--- src/sv/fbs_pkg.sv ---
package fbs_pkg;

   localparam int DEFAULT_MAX_PAYLOAD_BYTES = 256;

   localparam int CSR_ADDR_W = 3;
   localparam int CSR_DATA_W = 16;

   typedef enum logic [CSR_ADDR_W-1:0] {
      CSR_LOW_TONE_FREQ  = 3'd0,
      CSR_HIGH_TONE_FREQ = 3'd1,
      CSR_SYMBOL_TICKS   = 3'd2,
      CSR_PREAMBLE_TICKS = 3'd3,
      CSR_REPEAT_ENABLE  = 3'd4,
      CSR_PAYLOAD_LENGTH = 3'd5
   } fbs_csr_type;

   typedef enum logic [1:0] {
      OP_TICK  = 2'd0,
      OP_WRITE = 2'd1,
      OP_START = 2'd2,
      OP_STOP  = 2'd3
   } fbs_op_type;

   typedef struct packed {
      fbs_op_type  req_type;
      logic [7:0]  write_addr;
      logic [7:0]  write_data;
   } fbs_req_type;

   typedef struct packed {
      logic        tone_on;
      logic [15:0] tone_freq;
      logic        symbol_strobe;
      logic        tx_busy;
      logic        in_preamble_flag;
      logic [8:0]  byte_index;
      logic [2:0]  bit_position;
   } fbs_rsp_type;

endpackage

--- src/sv/fsk_bit_serializer_with_preamble.sv ---
// Responses are registered in the output register. Throughput: one request per cycle
// unless the output is stalled; the payload buffer read for the next bit is issued in
// the same cycle the pointer updates, so ticks can arrive back to back.
// Reset: synchronous, active high; resets flags, counters, tone and config registers.
// The payload buffer is not cleared; unwritten entries read as unknown.
module fsk_bit_serializer_with_preamble import fbs_pkg::*; #(
   parameter int MAX_PAYLOAD_BYTES = DEFAULT_MAX_PAYLOAD_BYTES
) (
   input  logic                  clock,
   input  logic                  reset,
   input  logic                  req_valid,
   output logic                  req_stall,
   input  fbs_req_type           req_payload,
   output logic                  rsp_valid,
   input  logic                  rsp_stall,
   output fbs_rsp_type           rsp_payload,
   input  logic                  csr_we,
   input  logic [CSR_ADDR_W-1:0] csr_addr,
   input  logic [CSR_DATA_W-1:0] csr_wdata
);

   localparam int AW = (MAX_PAYLOAD_BYTES > 1) ? $clog2(MAX_PAYLOAD_BYTES) : 1;

   // config
   logic [15:0] low_freq_ff, high_freq_ff, sym_ticks_ff, pre_ticks_ff;
   logic        repeat_ff;
   logic [8:0]  length_ff;

   // transmitter state
   logic        busy_ff, busy_in;
   logic        pre_ff, pre_in;
   logic [15:0] pre_left_ff, pre_left_in;
   logic        parity_ff, parity_in;
   logic [15:0] timer_ff, timer_in;
   logic [8:0]  byte_ptr_ff, byte_ptr_in;
   logic [2:0]  bit_ptr_ff, bit_ptr_in;
   logic        tone_on_ff, tone_on_in;
   logic [15:0] tone_freq_ff, tone_freq_in;

   // buffer
   logic [7:0]  payload_mem [MAX_PAYLOAD_BYTES];
   logic [7:0]  rd_data_ff;
   logic [7:0]  byte0_ff;
   logic        mem_we;
   logic [AW-1:0] mem_waddr, mem_raddr;
   logic [31:0] waddr_ext, raddr_ext;

   // output register
   logic        rsp_valid_ff;
   fbs_rsp_type rsp_payload_ff, rsp_payload_in;

   logic        accept;
   logic        strobe;
   logic [15:0] period;
   logic [16:0] timer_inc;
   logic [8:0]  len_cap;
   logic        go_on;
   logic        do_send;
   logic [7:0]  cur_byte;
   logic        cur_bit;

   assign req_stall   = rsp_valid_ff & rsp_stall;
   assign accept      = req_valid & ~req_stall;
   assign rsp_valid   = rsp_valid_ff;
   assign rsp_payload = rsp_payload_ff;

   always_ff @(posedge clock) begin
      if (reset) begin
         low_freq_ff  <= '0;
         high_freq_ff <= '0;
         sym_ticks_ff <= 16'd1;
         pre_ticks_ff <= '0;
         repeat_ff    <= 1'b0;
         length_ff    <= '0;
      end else if (csr_we) begin
         case (csr_addr)
            CSR_LOW_TONE_FREQ:  low_freq_ff  <= csr_wdata;
            CSR_HIGH_TONE_FREQ: high_freq_ff <= csr_wdata;
            CSR_SYMBOL_TICKS:   sym_ticks_ff <= csr_wdata;
            CSR_PREAMBLE_TICKS: pre_ticks_ff <= csr_wdata;
            CSR_REPEAT_ENABLE:  repeat_ff    <= csr_wdata[0];
            CSR_PAYLOAD_LENGTH: length_ff    <= csr_wdata[8:0];
            default: ;
         endcase
      end
   end

   assign period    = (sym_ticks_ff == '0) ? 16'd1 : sym_ticks_ff;
   assign timer_inc = {1'b0, timer_ff} + 17'd1;
   assign len_cap   = ({23'd0, length_ff} > MAX_PAYLOAD_BYTES) ?
                      9'(MAX_PAYLOAD_BYTES) : length_ff;

   always_comb begin
      busy_in      = busy_ff;
      pre_in       = pre_ff;
      pre_left_in  = pre_left_ff;
      parity_in    = parity_ff;
      timer_in     = timer_ff;
      byte_ptr_in  = byte_ptr_ff;
      bit_ptr_in   = bit_ptr_ff;
      tone_on_in   = tone_on_ff;
      tone_freq_in = tone_freq_ff;
      strobe       = 1'b0;
      go_on        = 1'b0;
      do_send      = 1'b0;
      cur_byte     = '0;
      cur_bit      = 1'b0;
      mem_we       = 1'b0;
      if (accept) begin
         case (req_payload.req_type)
            OP_TICK: begin
               if (busy_ff) begin
                  if (pre_ff && pre_left_ff != '0)
                     pre_left_in = pre_left_ff - 16'd1;
                  if (timer_inc >= {1'b0, period}) begin
                     timer_in = '0;
                     go_on    = 1'b1;
                     if (pre_ff) begin
                        if (pre_left_in != '0) begin
                           tone_on_in   = 1'b1;
                           tone_freq_in = parity_ff ? high_freq_ff : low_freq_ff;
                           parity_in    = ~parity_ff;
                           strobe       = 1'b1;
                           go_on        = 1'b0;
                        end else begin
                           pre_in      = 1'b0;
                           byte_ptr_in = '0;
                           bit_ptr_in  = '0;
                        end
                     end
                     if (go_on) begin
                        if (byte_ptr_in >= len_cap) begin
                           if (!repeat_ff) begin
                              busy_in    = 1'b0;
                              pre_in     = 1'b0;
                              tone_on_in = 1'b0;
                           end else begin
                              byte_ptr_in = '0;
                              bit_ptr_in  = '0;
                              if (pre_ticks_ff != '0) begin
                                 pre_in       = 1'b1;
                                 pre_left_in  = pre_ticks_ff;
                                 tone_on_in   = 1'b1;
                                 tone_freq_in = high_freq_ff;
                                 parity_in    = 1'b0;
                                 strobe       = 1'b1;
                              end else if (len_cap == '0) begin
                                 tone_on_in = 1'b0;
                              end else begin
                                 do_send = 1'b1;
                              end
                           end
                        end else begin
                           do_send = 1'b1;
                        end
                     end
                     if (do_send) begin
                        // rd_data_ff holds the byte at the pointer before this request
                        cur_byte     = (byte_ptr_in == '0) ? byte0_ff : rd_data_ff;
                        cur_bit      = cur_byte[~bit_ptr_in];
                        tone_on_in   = 1'b1;
                        tone_freq_in = cur_bit ? high_freq_ff : low_freq_ff;
                        strobe       = 1'b1;
                        bit_ptr_in   = bit_ptr_in + 3'd1;
                        if (bit_ptr_in == '0)
                           byte_ptr_in = byte_ptr_in + 9'd1;
                     end
                  end else begin
                     timer_in = timer_inc[15:0];
                  end
               end
            end
            OP_WRITE: begin
               mem_we = (waddr_ext < MAX_PAYLOAD_BYTES);
            end
            OP_START: begin
               tone_on_in  = 1'b0;
               byte_ptr_in = '0;
               bit_ptr_in  = '0;
               timer_in    = '0;
               pre_left_in = pre_ticks_ff;
               pre_in      = (pre_ticks_ff != '0);
               parity_in   = 1'b1;
               busy_in     = 1'b1;
            end
            OP_STOP: begin
               if (busy_ff) begin
                  busy_in    = 1'b0;
                  pre_in     = 1'b0;
                  tone_on_in = 1'b0;
               end
            end
            default: ;
         endcase
      end
   end

   assign waddr_ext = {24'd0, req_payload.write_addr};
   assign raddr_ext = {23'd0, byte_ptr_in};
   assign mem_waddr = waddr_ext[AW-1:0];
   assign mem_raddr = (raddr_ext < MAX_PAYLOAD_BYTES) ? raddr_ext[AW-1:0] : '0;

   always_ff @(posedge clock) begin
      if (mem_we)
         payload_mem[mem_waddr] <= req_payload.write_data;
      if (mem_we && mem_waddr == mem_raddr)
         rd_data_ff <= req_payload.write_data;
      else
         rd_data_ff <= payload_mem[mem_raddr];
      if (mem_we && mem_waddr == '0)
         byte0_ff <= req_payload.write_data;
   end

   always_ff @(posedge clock) begin
      if (reset) begin
         busy_ff      <= 1'b0;
         pre_ff       <= 1'b0;
         pre_left_ff  <= '0;
         parity_ff    <= 1'b0;
         timer_ff     <= '0;
         byte_ptr_ff  <= '0;
         bit_ptr_ff   <= '0;
         tone_on_ff   <= 1'b0;
         tone_freq_ff <= '0;
      end else begin
         busy_ff      <= busy_in;
         pre_ff       <= pre_in;
         pre_left_ff  <= pre_left_in;
         parity_ff    <= parity_in;
         timer_ff     <= timer_in;
         byte_ptr_ff  <= byte_ptr_in;
         bit_ptr_ff   <= bit_ptr_in;
         tone_on_ff   <= tone_on_in;
         tone_freq_ff <= tone_freq_in;
      end
   end

   always_comb begin
      rsp_payload_in.tone_on          = tone_on_in;
      rsp_payload_in.tone_freq        = tone_on_in ? tone_freq_in : 16'd0;
      rsp_payload_in.symbol_strobe    = strobe;
      rsp_payload_in.tx_busy          = busy_in;
      rsp_payload_in.in_preamble_flag = pre_in;
      rsp_payload_in.byte_index       = byte_ptr_in;
      rsp_payload_in.bit_position     = bit_ptr_in;
   end

   always_ff @(posedge clock) begin
      if (reset)
         rsp_valid_ff <= 1'b0;
      else if (accept)
         rsp_valid_ff <= 1'b1;
      else if (!rsp_stall)
         rsp_valid_ff <= 1'b0;
   end

   always_ff @(posedge clock) begin
      if (accept)
         rsp_payload_ff <= rsp_payload_in;
   end

   a_accept_gives_rsp: assert property (@(posedge clock) disable iff (reset)
      accept |=> rsp_valid)
      else $error("accepted request produced no response");

   a_tone_needs_busy: assert property (@(posedge clock) disable iff (reset)
      (rsp_valid && rsp_payload.tone_on) |-> rsp_payload.tx_busy)
      else $error("tone driven while idle");

   a_preamble_needs_busy: assert property (@(posedge clock) disable iff (reset)
      (rsp_valid && rsp_payload.in_preamble_flag) |-> rsp_payload.tx_busy)
      else $error("preamble flag set while idle");

   a_strobe_needs_tone: assert property (@(posedge clock) disable iff (reset)
      (rsp_valid && rsp_payload.symbol_strobe) |-> rsp_payload.tone_on)
      else $error("symbol strobe without tone");

endmodule
--- config.mk ---
export PLATFORM = sky130hd
export DESIGN_NAME = fsk_bit_serializer_with_preamble
export DESIGN_NICKNAME = d
export VERILOG_FILES = /design/src/sv/fbs_pkg.sv /design/src/sv/fsk_bit_serializer_with_preamble.sv
export SDC_FILE = /design/constraint.sdc
export NUM_CORES = 2
export LEC_CHECK = 0
export BUFFER_PORTS_ARGS = -buffer_cell sky130_fd_sc_hd__buf_2
export CAP_MARGIN = 20
export CORE_ASPECT_RATIO = 1.25
export CORE_UTILIZATION = 40
export CTS_CLUSTER_DIAMETER = 80
export CTS_CLUSTER_SIZE = 40
export DETAILED_ROUTE_END_ITERATION = 7
export GPL_ROUTABILITY_DRIVEN = 0
export SLEW_MARGIN = 20
export SYNTH_ARGS = -nofsm -noshare
export SYNTH_HDL_FRONTEND = slang
export SYNTH_SLANG_ARGS = --single-unit
--- constraint.sdc ---
create_clock -name clock -period 9.5 [get_ports clock]
set_input_delay 0.95 -clock clock [delete_from_list [all_inputs] [get_ports clock]]
set_output_delay 0.95 -clock clock [all_outputs]
set_load 0.05 [all_outputs]
==> Word-level counts from Yosys, hierarchy flattened <==
Memories as Yosys holds them, arrays and structs flattened. A register that Yosys moved wholly into a read port is not among the register bits.
Cells that the tools add are included.
{ "totals": {"mem_count": 1, "output_inout_bits": 34, "mem_bits_rw": 2048, "ff_bits": 179, "wordCells": 204, "inputBits": 42} }
{ "mem_list": {"columns": ["name", "depth", "word_bits", "read_ports", "rd_clocked_by_memory_dff", "write_ports", "line_no", "source"], "rows": [
  ["payload_mem", 256, 8, 1, 1, 1, "fsk_bit_serializer_with_preamble.sv:41", "logic [7:0] payload_mem [MAX_PAYLOAD_BYTES];"]
]} }
{ "op_classes": {"muxes": 131, "reduce_logical": 22, "n_lt_le_gt_ge": 6, "bitwise_logic": 5, "n_eq_ne": 11, "addsub": 4} }
{ "op_table": {"columns": ["operator", "count"], "rows": [
  ["2-to-1 mux 16 bit", 26],
  ["2-to-1 mux 9 bit", 19],
  ["case mux 16 bit (2 select lines)", 2],
  ["2-to-1 mux 1 bit", 62],
  ["nonzero test 16 bit", 3],
  ["2-to-1 mux 3 bit", 13],
  ["logical NOT 9 bit", 2],
  ["case mux 9 bit (2 select lines)", 1],
  ["adder 16 x 1 -> 17 bit (second input constant)", 1],
  [">= comparator 17 x 16 -> 1 bit", 1],
  ["logical NOT 16 bit", 1],
  ["2-to-1 mux 8 bit", 2],
  ["subtractor 16 x 1 -> 16 bit (second input constant)", 1],
  ["AND reduction 2 bit", 6],
  ["adder 9 x 1 -> 9 bit (second input constant)", 1],
  [">= comparator 9 bit", 1],
  ["greater-than comparator 9 bit (second input constant)", 1],
  ["less-than comparator 8 x 9 -> 1 bit (second input constant)", 1],
  ["less-than comparator 9 bit (second input constant)", 1],
  ["case mux 1 bit (3 select lines)", 3],
  ["logical NOT 8 bit", 1],
  ["equality test 3 x 2 -> 1 bit (second input constant)", 2],
  ["equality test 3 bit (second input constant)", 2],
  ["logical NOT 3 bit", 2],
  ["other kinds (18)", 24]
]} }

==> Longest topological paths before layout <==
{ "depth": {"depth_word": 30, "ltp_mapped": 32, "ltp_nobuf": 27} }

==> Worst setup path after synthesis <==
Ideal clock, no wire load.
{ "synth_timing": {"path_type": "reg-to-reg", "start": "reg pre_left_ff[0]", "end": "reg rsp_payload_ff (netlist bit rsp_payload[15]) (data pin)", "t_arrival_ps": 6338, "period_less_slack_ps": 6501, "setup_ps": 163, "setup_slack_ps": 2999, "required_ps": 9337, "path_buffers": 5, "stages_incl_launch_ff": 33, "path_cell_list": "dfxtp_1 > inv_1 > ha_1 > nor4b_2 > and3_1 > clkbuf_1 > or4_1 > a21o_1 > a2111o_1 > clkbuf_1 > and2_1 > ha_1 > a21o_1 > a31oi_1 > o21bai_1 > a31o_2 > nand3_1 > and2_1 > nand2_1 > ha_1 > nand3_1 > o21ai_0 > a21o_1 > a21boi_0 > a41o_1 > buf_6 > or3_1 > a32oi_1 > o32ai_1 > or3_1 > buf_6 > buf_8 > o221ai_1"} }
{ "synth_between": {"elab_chain_len": 30} }
{ "synth_lines": {"columns": ["item", "line_no", "source"], "rows": [
  ["from (decl)", "fsk_bit_serializer_with_preamble.sv:32", "logic [15:0] pre_left_ff, pre_left_in;"],
  ["from (signal assigned)", "fsk_bit_serializer_with_preamble.sv:228", "pre_left_ff <= pre_left_in;"],
  ["parallel branches: the longest is 2 deep, another holds subtractor 16 x 1 -> 16 bit", null, null],
  ["2-to-1 mux 16 bit *", "fsk_bit_serializer_with_preamble.sv:113", "if (pre_ff && pre_left_ff != '0)"],
  ["2-to-1 mux 16 bit *", "fsk_bit_serializer_with_preamble.sv:112", "if (busy_ff) begin"],
  ["2-to-1 mux 16 bit *", "fsk_bit_serializer_with_preamble.sv:110", "case (req_payload.req_type)"],
  ["2-to-1 mux 16 bit *", "fsk_bit_serializer_with_preamble.sv:109", "if (accept) begin"],
  ["nonzero test 16 bit *", "fsk_bit_serializer_with_preamble.sv:119", "if (pre_left_in != '0) begin"],
  ["2-to-1 mux 9 bit", "fsk_bit_serializer_with_preamble.sv:119", null],
  ["2-to-1 mux 9 bit", "fsk_bit_serializer_with_preamble.sv:118", "if (pre_ff) begin"],
  ["[13 not listed]", null, null],
  ["binary-select mux 1 bit (select 3 bit)", "fsk_bit_serializer_with_preamble.sv:160", "cur_bit = cur_byte[~bit_ptr_in];"],
  ["2-to-1 mux 1 bit (implied by the code)", "fsk_bit_serializer_with_preamble.sv:160", null],
  ["2-to-1 mux 16 bit", "fsk_bit_serializer_with_preamble.sv:162", "tone_freq_in = cur_bit ? high_freq_ff : low_freq_ff;"],
  ["2-to-1 mux 16 bit", "fsk_bit_serializer_with_preamble.sv:157", "if (do_send) begin"],
  ["2-to-1 mux 16 bit", "fsk_bit_serializer_with_preamble.sv:115", "if (timer_inc >= {1'b0, period}) begin"],
  ["2-to-1 mux 16 bit", "fsk_bit_serializer_with_preamble.sv:112", null],
  ["2-to-1 mux 16 bit", "fsk_bit_serializer_with_preamble.sv:110", null],
  ["2-to-1 mux 16 bit", "fsk_bit_serializer_with_preamble.sv:109", null],
  ["to (signal assigned)", "fsk_bit_serializer_with_preamble.sv:259", "rsp_payload_ff <= rsp_payload_in;"],
  ["to (decl)", "fsk_bit_serializer_with_preamble.sv:50", "fbs_rsp_type rsp_payload_ff, rsp_payload_in;"]
]} }
Mark *: on every way between the ends. The select of a mux whose other input is x is not followed.
A chain may end at the register's enable or synchronous reset.

==> Worst setup path after layout <==
{ "layout_timing": {"start": "reg pre_left_ff[0]", "end": "reg rsp_payload_ff (netlist bit rsp_payload[25]) (data pin)"} }
The elaborated chain is that of the path after synthesis.

==> flow_metrics.tcl <==
set metrics [dict create \
    io_buffers 75 \
    drv_cap 0 \
    yosys-top-cells-count "edfxtp_1, mux4_2, nor2_1, nand2_1, a21oi_1" \
    outcome "completed" \
    syn_area_um2 89300 \
    drtAntennaViolNets 0 \
    drt_pre_antenna_iters 6 \
    htree_levels 3 \
    p_seq_frac 0.679 \
    syn-num-nets 5089 \
    critical_path_class "reg -> reg" \
    antenna_found_initial 10 \
    arrival_ps 8500 \
    synth_top_area_frac 0.700 \
    finalSetupViolCount 0 \
    grt_max_degree 115 \
    dp_cells 7811 \
    finalHoldViolCount 0 \
    cts.path.max_buffers 3 \
    cp-start-kind "flip-flop" \
    max_stage_delay_ps 840 \
    cts-root-buf "clkbuf_16" \
    grt_pass1_wl_mm 335 \
    cts_hold_buf 0 \
    core_region_area_um2 221000 \
    cts_resized 0 \
    ios 76 \
    synth-main-ff-cell "edfxtp_1" \
    synth_cell_types 81 \
    setup_slack_ps 1590 \
    start_util 0.403 \
    drc 0 \
    final_util 0.431 \
    finalInstanceArea_um2 95500 \
    yosysTopAreaCell "edfxtp_1" \
    routed_wl_mm 233 \
    fin_tns_setup_ps 0 \
    synth.area.top_cells "edfxtp_1, mux4_2, dfxtp_1" \
    cp_common_cell "ha_1" \
    p_int_mw 12.4 \
    dieArea_um2 225000 \
    p_switching_mw 3.40 \
    synthCells 5015 \
    synth.most_common_cell "edfxtp_1" \
    synth_seq_cells 2227 \
    grt_pass1_vias 46300 \
    clock_sinks 2227 \
    wl_per_cell_um 29.4 \
    dp_slack_ps 1620 \
    clkTransAtPathRegs_ps 130 \
    hp-class "in -> reg" \
    cts_inserted_buffers 75 \
    cp-end-kind "flip-flop" \
    instances_no_fill 7934 \
    crit_fanout 33 \
    clk_latency_ps 800 \
    p_clk_frac 0.297 \
    drive_above_1_share 0.162 \
    nNetsFinal 5037 \
    synth_edf_count 2080 \
    yosysWarnings 0 \
    worst_pin_slew_ps 1140 \
    total_power_mw 15.8 \
    placed_area_um2 92900 \
    std_cell_rows 193 \
    die_w_um 425 \
    area_growth_syn_to_layout_pct 6.92 \
    fin_crit_ps 7910 \
    p_leak_nw 27.9 \
    drt_iter0_markers 5426 \
    dpl.hpwl_mm 144 \
    cts_setup_buffers 0 \
    fmaxAchievable_mhz 126 \
    grt_overflow 0 \
    min_period_over_period 0.832 \
    holdWs_ps 457 \
    ys_seq_area_frac 0.733 \
    cp_data_required_time_ps 10090 \
    syn_avg_cell_area_um2 17.8 \
    switching_share 0.215 \
    vias 47200 \
    peakVddDrop_mv 0.127 \
    fin_skew_ps 45.7 \
    slew_violations 0 \
    critPathSlowestCell "or3_2" \
    cellPowerDensity_nw_per_um2 166 \
    maxSlewHeadroom 0.239 \
    ys_async_sr_fraction 0 \
    vias_per_cell 5.95 \
    die_h_um 530 \
    rsz0062_at_grt "no" \
    grt.total_usage 0.204 \
    cts_tree "built" \
    p_comb_frac 0.024 \
]
[kinds of logic after synthesis]
group	synth area share
xor gates and xnor gates	0.00157
muxes	0.134
DFF	0.733
AOI/OAI and AO/OA	0.0554
adders and majority gates	0.00448
buffers and inverters	0.0182
and+or+nand+nor	0.0537
[sequential cells by signal (all words and copies together) (netlist names), named ones only]
signal	cells
payload_mem	2041
rsp_payload	32
high_freq_ff	16
low_freq_ff	16
pre_left_ff	16
pre_ticks_ff	16
sym_ticks_ff	16
timer_ff	16
tone_freq_ff	16
byte_ptr_ff	9
length_ff	9
byte0_ff	7
bit_ptr_ff	3
busy_ff	1
parity_ff	1
pre_ff	1
repeat_ff	1
rsp_valid	1
tone_on_ff	1
[per-layer routing]
| layer | global-route usage | wire (µm) | vias up |
|---|---|---|---|
| met5 | 0 | 27 | - |
| met4 | 0.0602 | 6670 | 4 |
| met3 | 0.0216 | 13500 | 257 |
| met2 | 0.354 | 119000 | 1652 |
| met1 | 0.270 | 93400 | 25300 |
| li1 | - | - | 20100 |
[power groups by stage]
stage	Clock [mW]	Combinational [mW]	Sequential, mW
3_3_place_gp	0	0.371	11.0
2_1_floorplan	0	0.106	11.0
5_1_grt	5.03	0.402	10.7
3_5_place_dp	0	0.382	11.0
4_1_cts	4.75	0.382	10.7
6_report	4.69	0.381	10.7
[final timing paths]
path | end | slack (ps) | cells past startpoint | start
setup reg to reg | rsp_payload[25] | 1590 | 28 | pre_left_ff[0]
setup / recovery | rsp_payload[25] | 1590 | 28 | pre_left_ff[0]
hold / removal | rsp_valid | 460 | 3 | req_valid
hold reg to reg | sym_ticks_ff[7] | 490 | 2 | sym_ticks_ff[7]
[cell usage in the layout, fill, tap and decap left out, types with 77 or more instances in the layout]
cell type  instances
clkbuf_16         77
nand2_1          316
nor2_1           377
edfxtp_1        2080
buf_4             89
a21oi_1          173
mux2i_1          146
a22oi_1          140
dfxtp_1          141
nand3_1           88
mux4_2           449
[worst max-delay path, delay by kind of cell (launching register included)]
family	cells	cell delay (ps)
compound gates	13	3160
fa+ha+maj	3	710
buf+inv	3	430
flops	1	360
simple gates	9	3060
[area by class of cell]
class | instances | area [µm²]
multi-input cells | 2440 | 22400
inverters | 46 | 173
well taps | 2925 | 3660
flip-flops and latches | 2227 | 65400
diodes | 4 | 10.0
clock inverters | 37 | 564
fillers | 19200 | 126000
repair buffers | 173 | 1310
clock buffers | 82 | 1950
No activity file was read; power rests on OpenSTA's default activity.
